`src/hdl/ptbgd_pkg.sv`:
```
`default_nettype none

package ptbgd_pkg;

   // field widths
   localparam int TIME_W      = 32;
   localparam int ACTION_W    = 3;
   localparam int REQ_DATA_W  = 40;
   localparam int RSP_DATA_W  = 8;
   localparam int CSR_INDEX_W = 2;
   localparam int CSR_DATA_W  = 32;
   localparam int HOLD_W      = 2;

   // register indexes
   localparam logic [CSR_INDEX_W-1:0] CSR_ENABLE       = 2'd0;
   localparam logic [CSR_INDEX_W-1:0] CSR_DEBOUNCE_US  = 2'd1;
   localparam logic [CSR_INDEX_W-1:0] CSR_HOLD_TIME_US = 2'd2;

   // register reset values
   localparam logic [TIME_W-1:0] DEBOUNCE_US_RESET  = 32'd50000;
   localparam logic [TIME_W-1:0] HOLD_TIME_US_RESET = 32'd500000;

   // long-hold counter saturates here
   localparam logic [HOLD_W-1:0] HOLD_MAX = 2'd2;

   // key action codes
   typedef enum logic [ACTION_W-1:0] {
      ACT_NONE  = 3'd0,
      ACT_PGDN  = 3'd1,
      ACT_PGUP2 = 3'd2,
      ACT_CHOME = 3'd3,
      ACT_CEND  = 3'd4,
      ACT_PGUP  = 3'd5
   } action_type;

   typedef struct packed {
      logic              enable;
      logic [TIME_W-1:0] debounce_us;
      logic [TIME_W-1:0] hold_time_us;
   } cfg_type;

   typedef struct packed {
      logic       level_changed;
      logic       led_on;
      action_type key_action;
   } result_type;

endpackage

`default_nettype wire

```
`src/hdl/ptbgd_csr.sv`:
```
`default_nettype none

module ptbgd_csr (
   input  wire                                 clock,
   input  wire                                 reset,
   input  wire                                 csr_we,
   input  wire  [ptbgd_pkg::CSR_INDEX_W-1:0]   csr_index,
   input  wire  [ptbgd_pkg::CSR_DATA_W-1:0]    csr_wdata,
   output ptbgd_pkg::cfg_type                  cfg
);

   ptbgd_pkg::cfg_type cfg_ff;

   // register file, writes to unknown indexes are dropped
   always_ff @(posedge clock) begin
      if (reset) begin
         cfg_ff.enable       <= 1'b0;
         cfg_ff.debounce_us  <= ptbgd_pkg::DEBOUNCE_US_RESET;
         cfg_ff.hold_time_us <= ptbgd_pkg::HOLD_TIME_US_RESET;
      end else if (csr_we) begin
         case (csr_index)
            ptbgd_pkg::CSR_ENABLE:       cfg_ff.enable       <= csr_wdata[0];
            ptbgd_pkg::CSR_DEBOUNCE_US:  cfg_ff.debounce_us  <= csr_wdata;
            ptbgd_pkg::CSR_HOLD_TIME_US: cfg_ff.hold_time_us <= csr_wdata;
            default: ;
         endcase
      end
   end

   assign cfg = cfg_ff;

endmodule

`default_nettype wire

```
`src/hdl/ptbgd_core.sv`:
```
`default_nettype none

module ptbgd_core (
   input  wire                              clock,
   input  wire                              reset,
   input  wire                              fire,
   input  wire  [ptbgd_pkg::TIME_W-1:0]     now_us,
   input  wire                              pin_level,
   input  ptbgd_pkg::cfg_type               cfg,
   output ptbgd_pkg::result_type            result
);

   logic                          button_level_ff, button_level_in;
   logic [ptbgd_pkg::TIME_W-1:0]  press_time_ff, press_time_in;
   logic [ptbgd_pkg::TIME_W-1:0]  release_time_ff, release_time_in;
   logic [ptbgd_pkg::TIME_W-1:0]  repeat_time_ff, repeat_time_in;
   logic                          tap_count_ff, tap_count_in;
   logic [ptbgd_pkg::HOLD_W-1:0]  hold_count_ff, hold_count_in;
   logic                          led_state_ff, led_state_in;

   logic [ptbgd_pkg::TIME_W-1:0]  since_press;
   logic [ptbgd_pkg::TIME_W-1:0]  since_release;
   logic [ptbgd_pkg::TIME_W-1:0]  since_repeat;
   logic                          sampling;
   logic                          changed;
   logic                          repeat_tick;
   ptbgd_pkg::action_type         action;

   // wrapping time differences
   assign since_press   = now_us - press_time_ff;
   assign since_release = now_us - release_time_ff;
   assign since_repeat  = now_us - repeat_time_ff;

   assign sampling = cfg.enable && (since_press > cfg.debounce_us);
   assign changed  = sampling && (pin_level != button_level_ff);
   // a fresh press restarts the repeat timer, so a tick only comes while held
   assign repeat_tick = sampling && !changed && !button_level_ff &&
                        (since_repeat > cfg.hold_time_us);

   // next state and result
   always_comb begin
      button_level_in = button_level_ff;
      press_time_in   = press_time_ff;
      release_time_in = release_time_ff;
      repeat_time_in  = repeat_time_ff;
      tap_count_in    = tap_count_ff;
      hold_count_in   = hold_count_ff;
      led_state_in    = led_state_ff;
      action          = ptbgd_pkg::ACT_NONE;

      if (changed) begin
         button_level_in = pin_level;
         led_state_in    = !pin_level;
         hold_count_in   = '0;
         if (!pin_level) begin
            press_time_in  = now_us;
            repeat_time_in = now_us;
         end else begin
            if (since_press < cfg.hold_time_us) begin
               tap_count_in = !(since_release > cfg.hold_time_us);
            end
            release_time_in = now_us;
            if (hold_count_ff == '0) begin
               action = tap_count_in ? ptbgd_pkg::ACT_PGUP2 : ptbgd_pkg::ACT_PGDN;
            end
         end
      end

      if (repeat_tick) begin
         repeat_time_in = repeat_time_ff + cfg.hold_time_us;
         led_state_in   = !led_state_ff;
         if (hold_count_ff < ptbgd_pkg::HOLD_MAX) begin
            hold_count_in = hold_count_ff + 2'd1;
         end
         if (hold_count_in == 2'd1) begin
            action = tap_count_ff ? ptbgd_pkg::ACT_CEND : ptbgd_pkg::ACT_CHOME;
         end else begin
            action = tap_count_ff ? ptbgd_pkg::ACT_PGUP : ptbgd_pkg::ACT_PGDN;
         end
      end
   end

   // gesture state, updated once per request
   always_ff @(posedge clock) begin
      if (reset) begin
         button_level_ff <= 1'b1;
         press_time_ff   <= '0;
         release_time_ff <= '0;
         repeat_time_ff  <= '0;
         tap_count_ff    <= 1'b0;
         hold_count_ff   <= '0;
         led_state_ff    <= 1'b0;
      end else if (fire) begin
         button_level_ff <= button_level_in;
         press_time_ff   <= press_time_in;
         release_time_ff <= release_time_in;
         repeat_time_ff  <= repeat_time_in;
         tap_count_ff    <= tap_count_in;
         hold_count_ff   <= hold_count_in;
         led_state_ff    <= led_state_in;
      end
   end

   assign result.key_action    = action;
   assign result.led_on        = led_state_in;
   assign result.level_changed = changed;

endmodule

`default_nettype wire

```
`src/hdl/page_turn_button_gesture_decoder.sv`:
```
// Page-turn button gesture decoder.
// Request channel (req_*): one poll of the active-low button per request,
// carrying the microsecond timestamp and the sampled pin level.
// Response channel (rsp_*): exactly one response per request, in order,
// with the key action, the LED state and a debounced-level-change flag.
// Configuration (csr_*): enable, debounce time and long-press time, written
// at any edge where csr_we is high; write only while no request is in flight.
// Path: the request is captured in the input register, then the decode
// logic feeds the response register.
// Throughput: one request per cycle while rsp_tready stays high; the gesture
// state is read and updated in the decode step, which sets the rate.
// Stall: while rsp_tready is low the response register holds; one more
// request is still taken into an empty input register, after that req_tready
// drops until the response is taken.
// Reset: synchronous; clears both pipeline stages, returns the button to
// released, the LED to off, and the registers to their default values.
`default_nettype none

module page_turn_button_gesture_decoder (
   input  wire                                 clock,
   input  wire                                 reset,
   input  wire                                 req_tvalid,
   output logic                                req_tready,
   // [31:0] now_us, [32] pin_level, [39:33] zero
   input  wire  [ptbgd_pkg::REQ_DATA_W-1:0]    req_tdata,
   output logic                                rsp_tvalid,
   input  wire                                 rsp_tready,
   // [2:0] key_action, [3] led_on, [4] level_changed, [7:5] zero
   output logic [ptbgd_pkg::RSP_DATA_W-1:0]    rsp_tdata,
   input  wire                                 csr_we,
   input  wire  [ptbgd_pkg::CSR_INDEX_W-1:0]   csr_index,
   input  wire  [ptbgd_pkg::CSR_DATA_W-1:0]    csr_wdata
);

   ptbgd_pkg::cfg_type            cfg;
   ptbgd_pkg::result_type         result;

   logic                          in_valid_ff, in_valid_in;
   logic [ptbgd_pkg::TIME_W-1:0]  in_now_ff;
   logic                          in_pin_ff;
   logic                          rsp_valid_ff, rsp_valid_in;
   ptbgd_pkg::result_type         rsp_data_ff;
   logic                          req_accept;
   logic                          advance;

   // pipeline flow control
   assign advance     = in_valid_ff && (!rsp_valid_ff || rsp_tready);
   assign req_tready  = !in_valid_ff || advance;
   assign req_accept  = req_tvalid && req_tready;
   assign in_valid_in = req_accept || (in_valid_ff && !advance);
   assign rsp_valid_in = advance || (rsp_valid_ff && !rsp_tready);

   always_ff @(posedge clock) begin
      if (reset) begin
         in_valid_ff  <= 1'b0;
         rsp_valid_ff <= 1'b0;
      end else begin
         in_valid_ff  <= in_valid_in;
         rsp_valid_ff <= rsp_valid_in;
      end
   end

   // input register
   always_ff @(posedge clock) begin
      if (req_accept) begin
         in_now_ff <= req_tdata[ptbgd_pkg::TIME_W-1:0];
         in_pin_ff <= req_tdata[ptbgd_pkg::TIME_W];
      end
   end

   // response register
   always_ff @(posedge clock) begin
      if (advance) begin
         rsp_data_ff <= result;
      end
   end

   ptbgd_csr u_csr (
      .clock     (clock),
      .reset     (reset),
      .csr_we    (csr_we),
      .csr_index (csr_index),
      .csr_wdata (csr_wdata),
      .cfg       (cfg)
   );

   ptbgd_core u_core (
      .clock     (clock),
      .reset     (reset),
      .fire      (advance),
      .now_us    (in_now_ff),
      .pin_level (in_pin_ff),
      .cfg       (cfg),
      .result    (result)
   );

   assign rsp_tvalid = rsp_valid_ff;
   assign rsp_tdata  = {3'b000, rsp_data_ff};

endmodule

`default_nettype wire

```
`config.mk`:
```
export PLATFORM = sky130hd
export DESIGN_NAME = page_turn_button_gesture_decoder
export DESIGN_NICKNAME = d
export VERILOG_FILES = /design/src/hdl/ptbgd_pkg.sv /design/src/hdl/ptbgd_csr.sv /design/src/hdl/ptbgd_core.sv /design/src/hdl/page_turn_button_gesture_decoder.sv
export SDC_FILE = /design/constraint.sdc
export NUM_CORES = 1
export LEC_CHECK = 0
export BUFFER_PORTS_ARGS = -buffer_cell sky130_fd_sc_hd__buf_2
export CAP_MARGIN = 10
export CELL_PAD_IN_SITES_DETAIL_PLACEMENT = 0
export CELL_PAD_IN_SITES_GLOBAL_PLACEMENT = 1
export CORE_UTILIZATION = 51
export DETAILED_ROUTE_END_ITERATION = 7
export PLACE_DENSITY_LB_ADDON = 0.25
export SYNTH_ARGS = -nofsm -noshare
export SYNTH_HDL_FRONTEND = slang
export SYNTH_SLANG_ARGS = --single-unit
```
`constraint.sdc`:
```
create_clock -name clock -period 15.3 [get_ports clock]
set_input_delay 3.825 -clock clock [delete_from_list [all_inputs] [get_ports clock]]
set_output_delay 3.825 -clock clock [all_outputs]
set_load 0.05 [all_outputs]
```
# Yosys cells after proc, flatten, opt, wreduce, memory -nomap -nowiden
# Index checks and enable logic that the tools add are counted.
# classes
addsub	5
order_cmp	5
eq_ne	5
muxes	20
bitwise_logic	1
reduce_logical	32
# op_table
cell	count
greater-than comparator 32 bit	3
two-way mux 32 bit	3
subtractor 32 bit	3
adder 32 bit	1
< comparator 32 bit	1
two-way mux 3 bit	7
two-way mux 2 bit	5
logical AND 1 bit	9
logical NOT 1 bit	9
AND reduction 3 bit	3
AND reduction 2 bit	4
two-way mux 1 bit	5
equality test 2 x 1 -> 1 bit, second input constant	2
logical NOT 2 bit	2
logical OR 1 bit	4
adder 2 x 1 -> 2 bit, second input constant	1
equality test 2 bit, second input constant	1
< comparator 2 bit, second input constant	1
inequality test 2 x 1 -> 1 bit, second input constant	1
nonzero test 2 bit	1
inequality test 1 bit	1
inverter 1 bit	1
# word_totals
register_bits	206
elab_cells	85

# Longest topological paths before layout
# depth
ltp_word	12
ltp_mapped	30

# Modules after synthesis
# From an unflattened synthesis, not the netlist that was laid out.
# unflattened
hier_cells	1993
area_unflattened_um2	17230.3
# by_module_without_submodules
module	instances	cells_per_inst	area_each_um2
ptbgd_core	1	1682	13241.4
ptbgd_csr	1	259	2717.6
page_turn_button_gesture_decoder	1	52	1271.2

# Worst setup path before layout
# OpenSTA, ideal clock, no wires.
# synth_path
kind	input -> output
from	input port rsp_tready
to	output port req_tready
arrival_ps	4348
t_required_ps	11475
slack_ps	7127
cell_stages	2
path_buffers	0
cell_sequence	nor2b_1 -> nand2_1
# synth_via
elab_chain_len	3
# synth_lines
element	line	text
from (decl)	page_turn_button_gesture_decoder.sv:27	input wire rsp_tready,
logical OR 1 bit	page_turn_button_gesture_decoder.sv:47	assign advance = in_valid_ff && (!rsp_valid_ff || rsp_tready);
logical AND 1 bit	page_turn_button_gesture_decoder.sv:47	
logical OR 1 bit	page_turn_button_gesture_decoder.sv:48	assign req_tready = !in_valid_ff || advance;
to (decl)	page_turn_button_gesture_decoder.sv:23	output logic req_tready,
# Every way passes these cells.

# Worst setup path in the final report
# Same ends and word-level chain as after synthesis.

==> results.yml <==
floorplanning:
  dieArea_mm2: 0.0331
  die_x_um: 182
  rows: 65
  initial_core_util_pct: 52.1
  die_height_um: 182
  pin_count: 89
  coreArea_mm2: 0.0317
cts:
  cts_max_path_buffers: 3
  htree_levels: 1
  cts_buffers: 26
  cts_setup_buffers: 0
  hold_buffers: 0
  cts_num_sinks: 206
  insertion_delay_ps: 550
  clk_pin_slew_ps: 60
  cts-root-buf: "clkbuf_16"
  cts_tree: "done"
  cts_resized: 0
logic_synthesis:
  synth_flop_cell: "dfxtp_1"
  ys_ff_latch: 206
  async_reset_ff_share_pct: 0
  yosys.area.top_type: "dfxtp_1"
  synth_edf_count: 38
  synth_cell_types: 83
  synthCells: 2018
  avgSynthCellArea_um2: 8.19
  synth_area_mm2: 0.0165
  synth.top_cell.area_share_pct: 20.4
  synth-warning-count: 0
  seq_area_frac_synth_pct: 27.3
  synth_top_cells_by_area: "dfxtp_1 (20%), ha_1 (19%), edfxtp_1 (6.9%), a21oi_1 (6.7%), nand2_1 (5.8%)"
grt:
  grt_pass1_wl_um: 74600
  grt_pass1_vias: 13800
  grt_antenna_before_repair: 0
  grt-ovfl-total: 0
  grt_max_degree: 95
  grtUsageTotal_pct: 28.5
worst_setup_path:
  cp.required_ps: 11480
  worst-setup-path-type: "input pin to output port"
  path_max_fanout: 4
  worstSetupEndpointType: "output port"
  cp-start-kind: "input pin"
  arrival_ps: 4460
sta:
  slew_headroom_pct: 26.8
  slew_viol_final: 0
  fin_crit_ps: 8290
  tightestPinTransition_ps: 1100
  setup_slack_ps: 7010
  setup_viol: 0
  rsz0062_at_grt: "no"
  tns_ps: 0
  clock.fmax_ghz: 0.121
  finClkSkew_ps: 22.6
  hold_viol_final: 0
  fin_crit_sh_pct: 54.2
drt:
  finalWirelength_um: 46700
  num_vias: 14500
  drtPass1Iterations: 5
  drc: 0
  drt-initial-drc-count: 1009
  drtAntennaViolNets: 0
  viasPerCell: 5.80
  wl_per_cell_um: 18.7
layout:
  drive_above_1_share_pct: 7.59
  area_growth_syn_to_layout_pct: 9.60
  num_antenna_cells: 0
  n_fill_cell: 2969
  final_net_count: 2410
  design_area_mm2: 0.0181
worst_hold_path:
  hold_path_class: "flip-flop to flip-flop"
pwr:
  powerDensity_mw_per_mm2: 85.2
  power.leakage_uw: 0.00768
  max-vdd-ir-drop_uv: 73.6
placement:
  hpwl_um: 34900
  placed_area_mm2: 0.0172
  dp_slack_ps: 7020
  portBuffers: 78
  routabilityCongestion: 0.913
flow_run:
  drv_cap: 0
run_status:
  status: "completed"
==> report_power, final <==
part / total [uW] / switching, uW / internal (uW)
clock: 629 / 252 / 377
combinational: 330 / 192 / 137
sequential: 585 / 18.0 / 567
total: 1540 / 462 / 1080
==> synthesized netlist by cell type, drive strengths merged, types with 19 or more instances <==
library cell	n
nand2	256
ha	251
a21oi	223
inv	190
dfxtp	168
nor2	132
a21o	84
xnor2	79
o21ai	77
a211oi	43
edfxtp	38
nor2b	38
mux2i	37
clkbuf	36
xor2	36
nand4	29
o21a	29
nand3	25
buf	23
o21bai	19
==> critical path, cell delays in order <==
cell and delay (ps):
buf_2 100, nor2b_1 210, nand2_1 110, buf_2 220
==> routing by layer <==
metal  vias up  GRT usage [%]  wire length [um]
li1       7271              -                 -
met1      6803           41.2             22800
met2       359           45.0             20100
met3        61           3.57              2840
met4         0           6.35              1040
met5         -              0                 0
==> cell usage in the layout, fill, tap and decap left out, types with 9 or more instances in the layout <==
cell / instances
nand2_1: 255
nor2_1: 130
nor2b_1: 38
o211ai_1: 9
o21ai_0: 72
buf_2: 77
a21o_1: 84
nand3_1: 24
xor2_1: 36
a21oi_1: 221
buf_4: 9
o21a_1: 29
nand2b_1: 14
ha_1: 251
edfxtp_1: 38
o21bai_1: 19
a211oi_1: 41
inv_1: 190
clkbuf_16: 27
dfxtp_1: 168
xnor2_1: 79
nor3_1: 17
nand4_1: 29
mux2i_1: 37
a211o_1: 12
and3_1: 17
nand3b_1: 11
==> final timing paths <==
check,start,endpoint,slack [ps],depth (start not counted)
worst min register to register,u_csr.cfg[58]$_SDFFE_PP0P_,u_csr.cfg[58]$_SDFFE_PP0P_,450,2
worst max-delay path,rsp_tready,req_tready,7010,4
worst min-delay path,u_csr.cfg[58]$_SDFFE_PP0P_,u_csr.cfg[58]$_SDFFE_PP0P_,450,2
worst max register to register,in_now_ff[0]$_DFFE_PP_,u_core.repeat_time_ff[30]$_SDFFE_PP0P_,7840,26
==> cell families (layout without fill, tap and decap cells) <==
family,count (synthesis),count (layout),share of synthesized area (%)
xor gates and xnor gates,115,115,6.10
DFF,206,206,27.3
AOI/OAI and AO/OA,576,576,22.8
other,1,3,0.0227
and+or+nand+nor,579,579,16.1
muxes,37,37,2.24
buffers and inverters,249,324,5.97
adders and majority gates,255,255,19.5
==> through the flow <==
step                      hold slack, ps  util (%)  instances  power [uW]
after floorplan                      436         -       2020         825
after global placement               442      54.3       2450         912
after detailed placement             447      54.3       2450         920
after CTS                            455      57.1       2497        1550
after global routing                 471      57.1       2497        1620
final                                453      57.1       2497        1540
==> area by class of cell <==
| cell class | count | area [um^2] | share of cell area [%] |
|---|---|---|---|
| repair buffers | 87 | 464 | 2.56 |
| clock buffers | 41 | 808 | 4.46 |
| inverters | 190 | 713 | 3.94 |
| well taps | 402 | 503 | 2.78 |
| clock inverters | 6 | 63.8 | 0.352 |
| flip-flops and latches | 206 | 4500 | 24.9 |
| multi-input cells | 1565 | 11000 | 61.0 |
==> state kept, by name, indices dropped and copies added, names as in the netlist <==
| signal | cells |
|---|---|
| u_core.tap_count_ff | 1 |
| u_core.release_time_ff | 32 |
| in_pin_ff | 1 |
| in_now_ff | 32 |
| u_csr.cfg | 65 |
| rsp_tdata | 5 |
| u_core.press_time_ff | 32 |
| u_core.led_state_ff | 1 |
| u_core.button_level_ff | 1 |
| u_core.hold_count_ff | 2 |
| rsp_tvalid | 1 |
| u_core.repeat_time_ff | 32 |
| in_valid_ff | 1 |
No activity file was read; power rests on OpenSTA's default activity.
